===== src/rtl/mqf_pkg.sv =====
// ----------------------------------------------------------------------------
// mqf_pkg
// Shared sizes, operation and status codes, and the command and status
// structs that join the multi-queue FIFO controller and datapath.
// ----------------------------------------------------------------------------
package mqf_pkg;

  // Block sizes.
  localparam int NUM_QUEUES  = 8;
  localparam int QUEUE_DEPTH = 16;

  // Field widths.
  localparam int MODE_W  = 2;
  localparam int QNUM_W  = 3;
  localparam int DATA_W  = 32;
  localparam int STAT_W  = 3;

  // Derived widths for indexes, pointers and fill counts, and the store size.
  localparam int QIDX_W  = (NUM_QUEUES > 1) ? $clog2(NUM_QUEUES) : 1;
  localparam int PTR_W   = $clog2(QUEUE_DEPTH);
  localparam int CNT_W   = $clog2(QUEUE_DEPTH + 1);
  localparam int STORE_DEPTH = NUM_QUEUES * QUEUE_DEPTH;

  // Wide enough to compare a queue number against the queue count.
  localparam int QCMP_W  = 9;

  // Operation codes.
  localparam logic [MODE_W-1:0] MODE_ENQ   = 2'd0;
  localparam logic [MODE_W-1:0] MODE_DEQ   = 2'd1;
  localparam logic [MODE_W-1:0] MODE_EMPTY = 2'd2;

  // Result status codes.
  localparam logic [STAT_W-1:0] ST_VALID = 3'd0;
  localparam logic [STAT_W-1:0] ST_EMPTY = 3'd1;
  localparam logic [STAT_W-1:0] ST_TRUE  = 3'd2;
  localparam logic [STAT_W-1:0] ST_FALSE = 3'd3;
  localparam logic [STAT_W-1:0] ST_FULL  = 3'd4;

  // Commands from the controller to the datapath.
  typedef struct packed {
    logic capture;    // Register the accepted request word.
    logic commit;     // Update queue state, write or read the store.
    logic load_exec;  // Load the result register from the computed result.
    logic load_read;  // Load the result register from the store read data.
  } mqf_cmd_t;

  // Status from the datapath to the controller.
  typedef struct packed {
    logic deq_hit;    // Held request is a dequeue from a non-empty queue.
  } mqf_stat_t;

endpackage


===== src/rtl/mqf_ctrl.sv =====
// ----------------------------------------------------------------------------
// mqf_ctrl
// Controller for the multi-queue FIFO: sequences one request at a time
// through capture, execute and store read, and owns the result handshake.
// ----------------------------------------------------------------------------
module mqf_ctrl (
  input  logic               clk,
  input  logic               rst,
  input  logic               req_valid,
  output logic               req_stall,
  output logic               rsp_valid,
  input  logic               rsp_stall,
  input  mqf_pkg::mqf_stat_t stat,
  output mqf_pkg::mqf_cmd_t  cmd
);

  localparam logic [1:0] S_IDLE = 2'd0;
  localparam logic [1:0] S_EXEC = 2'd1;
  localparam logic [1:0] S_READ = 2'd2;

  logic [1:0] state;
  logic [1:0] state_next;
  logic       out_free;

  // The result register can take a new word when empty or being drained.
  assign out_free  = !rsp_valid || !rsp_stall;
  assign req_stall = (state != S_IDLE);

  // Next state and commands.
  always_comb begin
    state_next    = state;
    cmd.capture   = 1'b0;
    cmd.commit    = 1'b0;
    cmd.load_exec = 1'b0;
    cmd.load_read = 1'b0;
    case (state)
      S_IDLE: begin
        if (req_valid) begin
          cmd.capture = 1'b1;
          state_next  = S_EXEC;
        end
      end
      S_EXEC: begin
        if (stat.deq_hit) begin
          cmd.commit = 1'b1;
          state_next = S_READ;
        end else if (out_free) begin
          cmd.commit    = 1'b1;
          cmd.load_exec = 1'b1;
          state_next    = S_IDLE;
        end
      end
      S_READ: begin
        if (out_free) begin
          cmd.load_read = 1'b1;
          state_next    = S_IDLE;
        end
      end
      default: begin
        state_next = S_IDLE;
      end
    endcase
  end

  // State and result valid registers.
  always_ff @(posedge clk) begin
    if (rst) begin
      state     <= S_IDLE;
      rsp_valid <= 1'b0;
    end else begin
      state <= state_next;
      if (cmd.load_exec || cmd.load_read) begin
        rsp_valid <= 1'b1;
      end else if (!rsp_stall) begin
        rsp_valid <= 1'b0;
      end
    end
  end

endmodule


===== src/rtl/mqf_datapath.sv =====
// ----------------------------------------------------------------------------
// mqf_datapath
// Datapath for the multi-queue FIFO: request register, per-queue pointers
// and fill counts, the shared value store and the result register.
// ----------------------------------------------------------------------------
module mqf_datapath (
  input  logic                                clk,
  input  logic                                rst,
  input  logic        [mqf_pkg::MODE_W-1:0]   mode,
  input  logic        [mqf_pkg::QNUM_W-1:0]   queue_number,
  input  logic signed [mqf_pkg::DATA_W-1:0]   data_value,
  input  mqf_pkg::mqf_cmd_t                   cmd,
  output mqf_pkg::mqf_stat_t                  stat,
  output logic        [mqf_pkg::STAT_W-1:0]   status,
  output logic signed [mqf_pkg::DATA_W-1:0]   result_value
);

  // Held request word.
  logic        [mqf_pkg::MODE_W-1:0] mode_r;
  logic        [mqf_pkg::QNUM_W-1:0] qnum_r;
  logic signed [mqf_pkg::DATA_W-1:0] data_r;

  // Per-queue state.
  logic [mqf_pkg::PTR_W-1:0] read_pointer  [mqf_pkg::NUM_QUEUES];
  logic [mqf_pkg::PTR_W-1:0] write_pointer [mqf_pkg::NUM_QUEUES];
  logic [mqf_pkg::CNT_W-1:0] fill_count    [mqf_pkg::NUM_QUEUES];

  // Value store with registered read.
  logic [mqf_pkg::DATA_W-1:0] queue_store [mqf_pkg::STORE_DEPTH];
  logic [mqf_pkg::DATA_W-1:0] rd_data;

  logic                         q_ok;
  logic [mqf_pkg::QIDX_W-1:0]   qi;
  logic [mqf_pkg::PTR_W-1:0]    rp;
  logic [mqf_pkg::PTR_W-1:0]    wp;
  logic [mqf_pkg::CNT_W-1:0]    cnt;
  logic                         q_empty;
  logic                         is_full;
  logic                         enq_hit;
  logic                         deq_hit;
  logic [mqf_pkg::STAT_W-1:0]   stat_calc;
  logic [mqf_pkg::DATA_W-1:0]   value_calc;

  // Capture the request when the controller accepts it.
  always_ff @(posedge clk) begin
    if (cmd.capture) begin
      mode_r <= mode;
      qnum_r <= queue_number;
      data_r <= data_value;
    end
  end

  // Look up the addressed queue. An out-of-range queue acts empty and full.
  assign q_ok = {{(mqf_pkg::QCMP_W - mqf_pkg::QNUM_W){1'b0}}, qnum_r}
                < mqf_pkg::QCMP_W'(mqf_pkg::NUM_QUEUES);
  assign qi   = mqf_pkg::QIDX_W'(qnum_r);
  assign rp   = read_pointer[qi];
  assign wp   = write_pointer[qi];
  assign cnt  = fill_count[qi];

  assign q_empty  = !q_ok || (cnt == '0);
  assign is_full  = !q_ok || (cnt == mqf_pkg::CNT_W'(mqf_pkg::QUEUE_DEPTH));
  assign enq_hit  = (mode_r == mqf_pkg::MODE_ENQ) && !is_full;
  assign deq_hit  = (mode_r == mqf_pkg::MODE_DEQ) && !q_empty;
  assign stat.deq_hit = deq_hit;

  // Result for every case except a successful dequeue.
  always_comb begin
    stat_calc  = mqf_pkg::ST_VALID;
    value_calc = '0;
    case (mode_r)
      mqf_pkg::MODE_ENQ: begin
        if (is_full) begin
          stat_calc = mqf_pkg::ST_FULL;
        end else begin
          value_calc = data_r;
        end
      end
      mqf_pkg::MODE_DEQ: begin
        if (q_empty) begin
          stat_calc = mqf_pkg::ST_EMPTY;
        end
      end
      mqf_pkg::MODE_EMPTY: begin
        stat_calc = q_empty ? mqf_pkg::ST_TRUE : mqf_pkg::ST_FALSE;
      end
      default: begin
        stat_calc = mqf_pkg::ST_VALID;
      end
    endcase
  end

  // Pointers and fill counts. Pointers wrap at the queue depth.
  always_ff @(posedge clk) begin
    if (rst) begin
      for (int i = 0; i < mqf_pkg::NUM_QUEUES; i++) begin
        read_pointer[i]  <= '0;
        write_pointer[i] <= '0;
        fill_count[i]    <= '0;
      end
    end else if (cmd.commit) begin
      if (enq_hit) begin
        write_pointer[qi] <= (wp == mqf_pkg::PTR_W'(mqf_pkg::QUEUE_DEPTH - 1))
                             ? '0 : wp + 1'b1;
        fill_count[qi]    <= cnt + 1'b1;
      end else if (deq_hit) begin
        read_pointer[qi]  <= (rp == mqf_pkg::PTR_W'(mqf_pkg::QUEUE_DEPTH - 1))
                             ? '0 : rp + 1'b1;
        fill_count[qi]    <= cnt - 1'b1;
      end
    end
  end

  // Store write on enqueue, registered read on dequeue.
  always_ff @(posedge clk) begin
    if (cmd.commit && enq_hit) begin
      queue_store[{qi, wp}] <= data_r;
    end
    if (cmd.commit && deq_hit) begin
      rd_data <= queue_store[{qi, rp}];
    end
  end

  // Result register.
  always_ff @(posedge clk) begin
    if (cmd.load_exec) begin
      status       <= stat_calc;
      result_value <= value_calc;
    end else if (cmd.load_read) begin
      status       <= mqf_pkg::ST_VALID;
      result_value <= rd_data;
    end
  end

endmodule


===== src/rtl/multi_queue_fifo.sv =====
// ----------------------------------------------------------------------------
// multi_queue_fifo
// Set of independent ring-buffer FIFO queues of signed 32-bit values with
// enqueue, dequeue and empty-query requests, one result word per request.
// ----------------------------------------------------------------------------
// One request is in work at a time. A request word is taken in the idle
// state and executed against its queue's pointers and fill count in the
// execute state, where its result word is registered, or, for a dequeue
// that returns a value, in the store read state, because the shared
// value store is read through a registered port. A new request word is taken
// as soon as the previous result is registered, even if that result is still
// waiting on the result channel; a request stalls in execution or store
// read only while an undelivered result still occupies the output register.
// Enqueue into a full queue is dropped and reported as full; queue numbers
// at or above the queue count behave as queues that are both empty and full.
// ----------------------------------------------------------------------------
module multi_queue_fifo (
  input  logic                                clk,
  input  logic                                rst,
  input  logic                                req_valid,
  output logic                                req_stall,
  input  logic        [mqf_pkg::MODE_W-1:0]   mode,
  input  logic        [mqf_pkg::QNUM_W-1:0]   queue_number,
  input  logic signed [mqf_pkg::DATA_W-1:0]   data_value,
  output logic                                rsp_valid,
  input  logic                                rsp_stall,
  output logic        [mqf_pkg::STAT_W-1:0]   status,
  output logic signed [mqf_pkg::DATA_W-1:0]   result_value
);

  mqf_pkg::mqf_cmd_t  cmd;
  mqf_pkg::mqf_stat_t stat;

  // Request sequencing and result handshake.
  mqf_ctrl u_ctrl (
    .clk       (clk),
    .rst       (rst),
    .req_valid (req_valid),
    .req_stall (req_stall),
    .rsp_valid (rsp_valid),
    .rsp_stall (rsp_stall),
    .stat      (stat),
    .cmd       (cmd)
  );

  // Queue state, value store and result register.
  mqf_datapath u_datapath (
    .clk          (clk),
    .rst          (rst),
    .mode         (mode),
    .queue_number (queue_number),
    .data_value   (data_value),
    .cmd          (cmd),
    .stat         (stat),
    .status       (status),
    .result_value (result_value)
  );

endmodule


===== config.mk =====
export PLATFORM = sky130hd
export DESIGN_NAME = multi_queue_fifo
export DESIGN_NICKNAME = d
export VERILOG_FILES = /design/src/rtl/mqf_pkg.sv /design/src/rtl/mqf_ctrl.sv /design/src/rtl/mqf_datapath.sv /design/src/rtl/multi_queue_fifo.sv
export SDC_FILE = /design/constraint.sdc
export NUM_CORES = 2
export LEC_CHECK = 0
export BUFFER_PORTS_ARGS = -buffer_cell sky130_fd_sc_hd__buf_2
export CORE_UTILIZATION = 40
export DETAILED_ROUTE_END_ITERATION = 16
export PLACE_DENSITY_LB_ADDON = 0.25
export SETUP_SLACK_MARGIN = 0.15
export SLEW_MARGIN = 20
export SYNTH_ARGS = -nofsm -noshare
export SYNTH_HDL_FRONTEND = slang
export SYNTH_MEMORY_MAX_BITS = 65536
export SYNTH_SLANG_ARGS = --single-unit

===== constraint.sdc =====
create_clock -name clk -period 8.1 [get_ports clk]
set_input_delay 2.025 -clock clk [delete_from_list [all_inputs] [get_ports clk]]
set_output_delay 2.025 -clock clk [all_outputs]
set_load 0.1 [all_outputs]

==> results.md <==
- DR pass1 iterations: 6
- RePlAce Congestion: 0.924
- Largest stage delay, worst path: 1.07 ns
- R2R Path End: u_datapath.rd_data[8]
- Async SR Flop Fraction: 0%
- Pin count of the biggest net entering global routing: 174
- Syn. warnings: 0
- P_sw: 12.8 mW
- Clock Path Buffers: 4
- Iter 0 DRT Violations: 14700
- PortBufs: 77
- CP cell instances: inv_4 > mux4_4 > buf_12 > buf_12 > buf_4 > nand2_1 > a31oi_1 > nand4_1 > nand4_1 > or4_1
- Leak: 61.3 nW
- Synthesized Nets: 11600
- Critical path's slowest cell: mux4_4
- CTS Buf Count: 431
- Peak VDD IR: 0.000209 V
- Largest cells by area after synthesis: edfxtp_1 (78%), nand2_1 (7.4%), nand3_1 (3.4%), mux2i_1 (2.7%), a32oi_1 (2.3%)
- Worst hold-check path type: flip-flop to flip-flop
- Max-cap viol count: 0
- Final core occ: 45.9%
- Required time worst endpoint: 8.99 ns
- Kind of critical path: flip-flop to flip-flop
- Skew final: 0.0841 ns
- Overflow after GRT: 0
- Final WL: 558000 um
- Worst setup EP type: flip-flop
- Nets: 11700
- CTS tree: built
- Post-synth top area share: 77.8%
- Core area: 413000 um2
- Total I/O pin count: 78
- Setup bufs post-CTS: 0
- Sequential fraction of design power: 49.5%
- Routed Antenna Nets: 0
- Sequential element share of the synthesized area: 77.9%
- CTS HTree Levels: 5
- Crit path launch type: flip-flop
- Clock sinks: 4310
- Vias in the first global route: 98400
- Vias post-DR: 104000
- Outcome: complete, no violations
- Die Wd: 646 um
- Wire per inst: 31.8 um
- Initial antenna violation count: 65
- Hold endpoint: u_ctrl.state[0]
- #FFs+latches synth: 4310
- Max FO, Critical Path: 140
- WP data arrival: 7.15 ns
- Unrepaired setup endpoints after global routing: no
- Rel. slew slack: 16.9%
- # DRC: 0
- Synthesized area per cell: 14.4 um2
- R2R Setup Slk: 1.84 ns
- CTS Root Buffer Type: clkbuf_16
- Int Pwr: 37.2 mW
- Final Critical Period: 6.26 ns
- Post-route setup TNS: 0 ns
- DP HPWL: 333000 um
- Reg clk slew, reported paths: 0.06 ns
- Die Height: 646 um
- Clk network pwr share: 39.6%
- Maximum clock rate: 160 MHz
- Synth cell types: 52
- Worst skew pair latency: 1.03 ns
- Layout overhead on the synthesized area: 14.2%
- Final Max Tran Viols: 0
- Synthesized instance count: 11500
- Row count: 236
- Final setup violation count: 0
- HP Start: u_ctrl.state[1]
- Worst-margin pin slew: 1.24 ns
- Initial Util: 40.2%
- Depth of the most critical reg-to-reg path: 10
- Cts hold-fix bufs: 0
- Fin. Hold Viols: 0
- EDFF count, synth: 4304
- GRT Util Overall: 26.1%
- Power Density: 263 nW/um2
- Share of layout cells above drive strength 1: 10.8%
- Vias/cell: 5.91
- Global-route wire length before repair: 770000 um
- PostCTS Resize Cnt: 0
- Worst Hold Path Cells: 1
- Fillers: 35800
- Switching share of power: 25.6%
- Mapped cell area: 166000 um2
- Area leader, netlist: edfxtp_1
- Tcrit/Tclk final: 77.3%
- Primary FF master, synth: edfxtp_1
- Comb pwr share: 10.9%
- Die area: 418000 um2
-- per-stage QoR --
stage / worst slack (ns) / instance area (um2) / hold slack [ns] / power (mW) / std cells
floorplan: 2.77 / 166000 / 0.432 / 28.3 / 11500
global placement: 1.71 / 175000 / 0.450 / 30.5 / 16700
detailed placement: 1.67 / 176000 / 0.481 / 30.6 / 16700
CTS: 1.68 / 190000 / 0.488 / 50.1 / 17500
global route: 1.76 / 190000 / 0.521 / 51.2 / 17500
finish: 1.84 / 190000 / 0.490 / 50.0 / 17600
-- worst max-delay path: cells and delay by family (launching register included) --
family,cells,cell delay [ns]
muxes,1,1.07
and+or+nand+nor,4,1.79
DFF,1,0.75
AOI/OAI and AO/OA,1,0.19
buffers and inverters,4,2.03
-- per-layer routing --
layer  GRT usage, %  vias to the layer above  wire length [um]
met2           39.8                     5791            250000
li1               -                    43900                 -
met5              0                        -               234
met1           34.9                    53100            216000
met4           13.6                       36             33000
met3           5.98                     1031             59600
-- power groups by stage --
stage | logic (mW) | registers [mW] | clock network (mW)
after floorplan | 2.90 | 25.4 | 0
after global placement | 5.30 | 25.2 | 0
after detailed placement | 5.37 | 25.2 | 0
after CTS | 5.38 | 24.7 | 20.0
after global routing | 5.73 | 24.7 | 20.8
final | 5.47 | 24.7 | 19.8
-- state kept, by name (all words and copies together), names as in the netlist, named ones only --
| register | cells |
|---|---|
| u_datapath.rd_data | 32 |
| u_datapath.status | 3 |
| u_datapath.data_r | 32 |
| u_datapath.result_value | 32 |
| u_ctrl.state | 2 |
| u_datapath.read_pointer | 32 |
| u_ctrl.rsp_valid | 1 |
| u_datapath.qi | 3 |
| u_datapath.queue_store | 4096 |
| u_datapath.fill_count | 40 |
| u_datapath.write_pointer | 32 |
| u_datapath.mode_r | 2 |
-- worst max path at each step --
stage               slack, ns  cells after the start                       endpoint       from
finish                   1.84                     10          u_datapath.rd_data[8]  flip-flop
CTS                      1.68                      9         u_datapath.rd_data[21]  flip-flop
floorplan                2.77                      8  u_datapath.queue_store[25][0]  rsp_stall
detailed placement       1.67                      9         u_datapath.rd_data[21]  flip-flop
global placement         1.71                      9         u_datapath.rd_data[21]  flip-flop
global route             1.76                     12         u_datapath.rd_data[13]  flip-flop
-- cell usage after synthesis (3+ instances only) --
cell	number
edfxtp_1	4304
nand2_1	3292
nand3_1	1118
nand4_1	593
mux2i_1	443
a32oi_1	433
clkbuf_1	426
buf_2	250
nor2_1	226
a31oi_1	129
buf_1	37
or4_1	33
a22o_1	32
mux4_2	25
nor4_1	24
o21ai_0	19
and3_1	13
buf_4	13
a21oi_1	12
mux2_2	8
dfxtp_1	6
and2_1	5
buf_6	5
inv_1	5
nor3_1	5
nor2b_1	4
nor3b_1	4
a21o_1	3
ha_1	3
nand3b_1	3
o211ai_1	3
o21ai_1	3
or2_2	3
-- logic make-up after synthesis --
family | share of synthesized area [%]
buf+inv | 1.91
compound gates | 3.15
mux | 3.07
xor+xnor | 0.0158
flops | 77.9
fa+ha+maj | 0.0226
simple gates | 14.0
-- final cells by class --
| cell class | count | area, um2 | share of cell area [%] |
|---|---|---|---|
| diodes | 42 | 105 | 0.0554 |
| clock buffers | 512 | 11200 | 5.89 |
| clock inverters | 273 | 2600 | 1.37 |
| inverters | 7 | 37.5 | 0.0198 |
| multi-input cells | 6459 | 34800 | 18.3 |
| flip-flops and latches | 4310 | 129000 | 68.2 |
| well taps | 5474 | 6850 | 3.61 |
| repair buffers | 484 | 4860 | 2.56 |
-- layout by cell type (no fill, tap or decap), types with 8 or more instances in the layout --
cell type,n
mux4_2,24
clkinv_2,87
nand2_1,3286
and3_1,13
edfxtp_1,4304
nand3_1,1110
a22o_1,32
clkbuf_16,435
clkbuf_1,77
or4_1,33
nor4_1,24
mux2_2,8
buf_16,20
a31oi_1,129
buf_12,80
mux2i_1,442
nor2_1,85
a32oi_1,433
buf_2,77
diode_2,42
bufinv_16,44
clkinvlp_4,16
a21oi_1,11
o21ai_0,19
nand4_1,593
clkinv_1,98
nor2_4,142
inv_6,14
buf_4,304
Note: power is estimated with default switching activity, not from simulation.
